[src/rtl/core/dmx_pkg.sv]
// Package for the eight-to-stereo downmix unit: sample, gain, product and
// accumulator types, channel numbering, gain reset values and rounding constants.
// No dependencies.
package dmx_pkg;

  localparam int NumChannels = 8;
  localparam int SampleBits  = 16;
  localparam int GainBits    = 18;
  localparam int ProdBits    = SampleBits + GainBits;
  localparam int AccBits     = ProdBits + 3;
  localparam int ChIdxBits   = $clog2(NumChannels);
  localparam int CfgIdxBits  = ChIdxBits + 1;
  localparam int FracShift   = 15;

  // clamp to 16 bits when set, otherwise keep the low bits of the rounded sum
  localparam logic Saturate = 1'b1;

  typedef logic signed [SampleBits-1:0] sample_t;
  typedef logic signed [GainBits-1:0]   gain_t;
  typedef logic signed [ProdBits-1:0]   prod_t;
  typedef logic signed [AccBits-1:0]    acc_t;
  typedef logic [CfgIdxBits-1:0]        cfg_idx_t;

  localparam int ChFrontLeft     = 0;
  localparam int ChFrontRight    = 1;
  localparam int ChCenter        = 2;
  localparam int ChLfe           = 3;
  localparam int ChSurroundLeft  = 4;
  localparam int ChSurroundRight = 5;
  localparam int ChRearLeft      = 6;
  localparam int ChRearRight     = 7;

  localparam gain_t UnityGain = gain_t'(32768);
  localparam gain_t ZeroGain  = '0;

  localparam gain_t GainReset [NumChannels] = '{
    UnityGain, UnityGain, ZeroGain, ZeroGain,
    ZeroGain, ZeroGain, ZeroGain, ZeroGain
  };

  localparam acc_t RoundBias = acc_t'(16384);
  localparam acc_t SatMax    = acc_t'(32767);
  localparam acc_t SatMin    = -acc_t'(32768);

endpackage

[src/rtl/core/dmx_gain_regs.sv]
// Gain register file of the downmix unit, written through the config port.
// Depends on dmx_pkg.
module dmx_gain_regs (
  input  logic             clk_i,
  input  logic             rst_ni,
  input  logic             cfg_valid_i,
  output logic             cfg_ready_o,
  input  dmx_pkg::cfg_idx_t cfg_index_i,
  input  dmx_pkg::gain_t   cfg_data_i,
  output dmx_pkg::gain_t   gain_o [dmx_pkg::NumChannels]
);
  import dmx_pkg::*;

  gain_t gain_q [NumChannels];
  logic  wr_en;

  assign cfg_ready_o = 1'b1;
  // indexes past the last gain are dropped
  assign wr_en = cfg_valid_i && (cfg_index_i < cfg_idx_t'(NumChannels));

  always_ff @(posedge clk_i or negedge rst_ni) begin
    if (!rst_ni) begin
      for (int i = 0; i < NumChannels; i++) begin
        gain_q[i] <= GainReset[i];
      end
    end else if (wr_en) begin
      gain_q[cfg_index_i[ChIdxBits-1:0]] <= cfg_data_i;
    end
  end

  assign gain_o = gain_q;

`ifndef SYNTH
  a_no_write_past_end: assert property (@(posedge clk_i) disable iff (!rst_ni)
    (cfg_valid_i && cfg_index_i[CfgIdxBits-1]) |=> $stable(gain_q[0]) && $stable(gain_q[1]))
    else $error("gain register changed on out-of-range index");
  a_cfg_always_ready: assert property (@(posedge clk_i) disable iff (!rst_ni)
    cfg_valid_i |-> cfg_ready_o)
    else $error("config port stalled");
  a_write_lands: assert property (@(posedge clk_i) disable iff (!rst_ni)
    (wr_en && cfg_index_i == cfg_idx_t'(ChFrontLeft)) |=> gain_q[ChFrontLeft] == $past(cfg_data_i))
    else $error("front left gain write lost");
`endif

endmodule

[config.mk]
export PLATFORM = sky130hd
export DESIGN_NAME = dmx_gain_regs
export DESIGN_NICKNAME = d
export VERILOG_FILES = /design/src/rtl/core/dmx_pkg.sv /design/src/rtl/core/dmx_gain_regs.sv
export SDC_FILE = /design/constraint.sdc
export NUM_CORES = 1
export LEC_CHECK = 0
export BUFFER_PORTS_ARGS = -buffer_cell sky130_fd_sc_hd__buf_2
export CORE_MARGIN = 3
export CORE_UTILIZATION = 48
export CTS_BUF_LIST = sky130_fd_sc_hd__clkbuf_4
export CTS_CLUSTER_SIZE = 28
export DETAILED_ROUTE_END_ITERATION = 10
export PLACE_DENSITY = 0.8
export REMOVE_ABC_BUFFERS = 1
export SLEW_MARGIN = 40
export SYNTH_ARGS = -nofsm -noshare
export SYNTH_HDL_FRONTEND = slang
export SYNTH_SLANG_ARGS = --single-unit
export TNS_END_PERCENT = 30
[constraint.sdc]
create_clock -name clk_i -period 0.8 [get_ports clk_i]
set_clock_uncertainty 0.05 [all_clocks]
set_input_delay 0.16 -clock clk_i [delete_from_list [all_inputs] [get_ports clk_i]]
set_output_delay 0.16 -clock clk_i [all_outputs]
set_load 0.02 [all_outputs]
[Word-level counts from Yosys, hierarchy flattened]
Index checks and enable logic that the tools add are counted.
W data, S select, Z words.
Operators by class
  add/sub/neg operators: 0
  multiply operators: 0
  div/mod/pow operators: 0
  magnitude comparators: 3
  equality and inequality tests: 0
  shift-type cells: 0
  multiplexer cells: 3
  bitwise gates (word level): 1
  reduce and logical (&&, ||, !) cells: 2
Operator list (number)
  $bwmux W144: 1
  $demux W18 S3: 1
  $mux W18: 1
  $ge A4 B4 Y1 const B: 1
  $lt A4 B1 Y1 const B: 1
  $lt A4 B4 Y1 const B: 1
  $not A3 Y4: 1
  $logic_and A1 B1 Y1: 2
Word-level totals
  register bits: 144
  bits in latches: 0
  memory bits (writable): 0
  bits in read-only memories: 0
  bits of input ports: 25
  output and inout port bits: 145
  logic and storage cells: 17
  memories: 0

[Depth between registers and ports, before layout]
  word-level depth: 6
  mapped depth: 5
  mapped depth without buffers: 3

[Least setup slack after synthesis]
OpenSTA, ideal clock, no wires.
  path kind: input-to-reg
  start: input port cfg_index_i[3]
  end: register gain_q, in the netlist gain_o[25]
  library setup time: 0.125 ns
  data arrival time: 1.229 ns
  path slack: -0.603 ns
  stages: 5
  buffers on the path: 2
  path through: nor3b_4 -> nor2b_1 -> buf_4 -> buf_4 -> mux2_2
On the way
  word-level cells in the longest chain between the ends: 2
Ends and longest elaborated chain
  start: declaration: line dmx_gain_regs.sv:8  | input dmx_pkg::cfg_idx_t cfg_index_i,
  $lt A4 B4 Y1: line dmx_gain_regs.sv:19  | assign wr_en = cfg_valid_i && (cfg_index_i < cfg_idx_t'(NumChannels));
  $logic_and A1 B1 Y1: line dmx_gain_regs.sv:19
  end signal: indexed assignment: line dmx_gain_regs.sv:24  | gain_q[i] <= GainReset[i];
  end signal: indexed assignment: line dmx_gain_regs.sv:27  | gain_q[cfg_index_i[ChIdxBits-1:0]] <= cfg_data_i;
  end: declaration: line dmx_gain_regs.sv:14  | gain_t gain_q [NumChannels];
No other way between the ends.
A chain may end at the register's enable or synchronous reset.

[Final worst setup path]
  start: register gain_q, in the netlist gain_o[123]
  end: output port gain_o[123] (netlist name)
RTL lines
  end: declaration: line dmx_gain_regs.sv:10  | output dmx_pkg::gain_t gain_o [dmx_pkg::NumChannels]
No word-level cell between the ends.

==> out/results.md <==
| Parameter | Value | Unit |
|:---|:---|:---|
| Clock-pin slew on the worst setup and hold paths | 0.13 | ns |
| Worst Path Required | 0.59 | ns |
| Critical path capture point type | output pin | - |
| Worst hold slack | -0.00298 | ns |
| Aggregate negative setup slack | -84.39 | ns |
| Worst-Skew Late Latency | 0.51 | ns |
| Number of flip-flops in the largest register | 144 | - |
| Family of cells with the greatest summed delay on the critical path | flip-flops | - |
| Commonest cells in the netlist | 144 x mux2_2, 142 x dfrtp_1, 5 x buf_4, 5 x buf_6, 3 x buf_2 | - |
| Vias after detailed routing | 3660 | - |
| Clock tree root driver cell | clkbuf_4 | - |
| Crit path buffers/inverters | 1 | - |
| Number of inserted filler cells in the final layout | 619 | - |
| Clock buffer depth | 2 | - |
| Sw Share | 0.333 | - |
| Detailed router's first-iteration violation count | 170 | - |
| Number of global-route vias before repair | 4065 | - |
| Antenna Nets Post-Route | 0 | - |
| Area overhead of the layout relative to synthesis | 51.9 | % |
| Number of buffers inserted during clock tree synthesis | 17 | - |
| Number of sinks on the clock net | 144 | - |
| H-tree depth | 4 | - |
| Count of standard-cell rows | 38 | - |
| Post-synth ARST share | 1.00 | - |
| Average wire per cell in the routed design | 20.6 | um |
| Detailed-router iteration count before antenna repair | 4 | - |
| RSZ-0062 raised after global routing | yes | - |
| Maximum clock rate | 718 | MHz |
| Number of synthesized flops with an enable pin | 0 | - |
| Pin count of the biggest net entering global routing | 39 | - |
| Ratio of final minimum period to clock period | 1.74 | - |
| DIE AREA | 12600 | um2 |
| Final std cell area, no fill | 8260 | um2 |
| Final count of negative-setup-slack endpoints | 288 | - |
| Tot GR Track Use | 0.228 | - |
| TritonCTS clock tree | done | - |
| Final count of hold timing violations | 4 | - |
| Weighted congestion reported at the end of routability-driven placement | 0.765 | - |
| Synthesis-stage register bit count | 144 | - |
| DR DRC count | 0 | - |
| Register-to-Register Path Depth | 3 | - |
| Fraction of layout cells with a size suffix above 1 | 0.710 | - |
| Post-layout util | 0.755 | - |
| Number of antenna repair diodes | 0 | - |
| Synth Instances | 314 | - |
| Power Total | 0.0237 | W |
| First-pass GRT wire length | 22.1 | mm |
| Time the final worst path needs with I/O delays and setup | 1.39 | ns |
| Comb pwr share | 0.374 | - |
| Post-detailed-placement cell area | 6640 | um2 |
| Final wirelength | 14.8 | mm |
| Worst ir drop on vdd | 1.75 | mV |
| Count of warnings emitted by yosys | 0 | - |
| Total of buffers placed on input and output ports | 168 | - |
| Number of distinct library cells after synthesis | 17 | - |
| Initial Util | 0.497 | - |
| Cell area after synthesis | 5440 | um2 |
| Sequential fraction of the synthesis area | 0.663 | - |
| Hold Buf Count CTS | 19 | - |
| Maximum fanout count along the critical path | 2 | - |
| Net switching power | 0.00788 | W |
| P_int | 0.0158 | W |
| Sequential fraction of design power | 0.433 | - |
| Failing checks | negative hold slack, negative setup slack | - |
| Worst path depth | 1 | - |
| Number of antenna violations at the first check in global routing | 0 | - |
| Critical path launch point type | register | - |
| P_leak | 4.04 | nW |
| Setup slack of the most critical reg-to-reg path | -0.29 | ns |
| I/O pin count | 170 | - |
| Crit-path cells | buf_6 | - |
| Dominant cell type by area after synthesis | dfrtp_1 | - |
| P per Cell Area | 2870 | nW/um2 |
| Sum of overflow across all layers after global routing | 0 | - |
| Vertical die dimension | 112 | um |
| Area share of the leading cell type in the synthesized netlist | 0.654 | - |
| Slowest Stage Delay on Critical Path | 0.56 | ns |
| Pins Over Slew Limit | 0 | - |
| Fin worst setup slack | -0.592 | ns |
| Most frequently used cell type in the post-synthesis netlist | mux2_2 | - |
| Dominant synthesized flop cell | dfrtp_1 | - |
| Slowest library cell on the worst path | dfstp_2 | - |
| Biggest area contributors in the synthesized netlist | dfrtp_1 65%, mux2_2 30%, buf_6 1.0%, dfstp_2 0.97%, buf_4 0.69% | - |
| Net total in the final layout | 588 | - |
| Mean cell area of the mapped netlist | 17.3 | um2 |
| CORE AREA | 10900 | um2 |
| Outcome | finished with violations | - |
| WS Path Type | register to output pin | - |
| Total of max-cap violations | 0 | - |
| Hold/Removal Path Class | input pin to async pin | - |
| Width of the die | 112 | um |
| Data arrival time at the worst-slack endpoint | 1.18 | ns |
| Half-perimeter wire length after placement | 9.08 | mm |
| Power share of the clock group | 0.193 | - |
| Average vias per placed instance | 5.11 | - |
## layer usage
layer  part of all wire  vias to the layer above  global-route usage
met5                  0                        -                   0
met1               0.39                     1909               0.267
met4              0.014                        0              0.0601
met3              0.058                       17              0.0749
met2               0.54                      118               0.406
li1                   -                     1616                   -
## what timing repair did
item | in CTS | in global routing
endpoints found under the hold margin | 288 | 13
cloned | 0 | 0
setup endpoints to repair | 278 | 287
resized for setup | 189 | 90
setup buffers | 21 | 12
pin swaps | 2 | 1
## power groups by stage
stage / clock (W) / combinational [W] / sequential (W)
finish: 0.00457 / 0.00885 / 0.0103
global route: 0.00502 / 0.00927 / 0.0104
CTS: 0.00464 / 0.00801 / 0.0101
detailed placement: 0 / 0.00628 / 0.0100
global placement: 0 / 0.00612 / 0.00988
floorplan: 0 / 0.00153 / 0.0120
## final timing paths
path / start / end
min in group clk_i: cfg_index_i[2] / gain_o[86]
min reg2reg: gain_o[101] / gain_o[101]
max in group asynchronous: rst_ni / gain_o[111]
max: gain_o[123] / gain_o[123]
min: rst_ni / gain_o[133]
max reg2reg: gain_o[37] / gain_o[37]
## final cells by class
type	instances	area, um2	share of cell area
Multi-Input combinational cell	157	1860	0.226
Timing Repair Buffer	243	2330	0.282
Clock inverter	13	140	0.0170
Clock buffer	19	143	0.0173
Sequential cell	144	3610	0.437
Tap cell	140	175	0.0212
## metrics by stage
step / cells / setup slack [ns]
global placement: 632 / -0.714
detailed placement: 632 / -0.757
finish: 716 / -0.592
floorplan: 301 / -1.58
global route: 716 / -0.681
CTS: 704 / -0.633
## cell families (layout without fill, tap and decap cells)
family / after synthesis / count (layout) / synth area share
flops: 144 / 144 / 0.663
mux: 144 / 144 / 0.298
other cells: 1 / 1 / 0.000690
simple gates: 12 / 12 / 0.0177
buf+inv: 13 / 275 / 0.0200
## placed cells by master (no fill, tap or decap), types with 4 or more instances in the layout
cell type / n
buf_12: 8
mux2_4: 33
buf_4: 45
mux2_2: 111
buf_2: 46
dfrtp_1: 142
buf_6: 124
dlygate4sd3_1: 19
clkinv_4: 4
clkbuf_4: 19
Note: power is estimated with default switching activity, not from simulation.
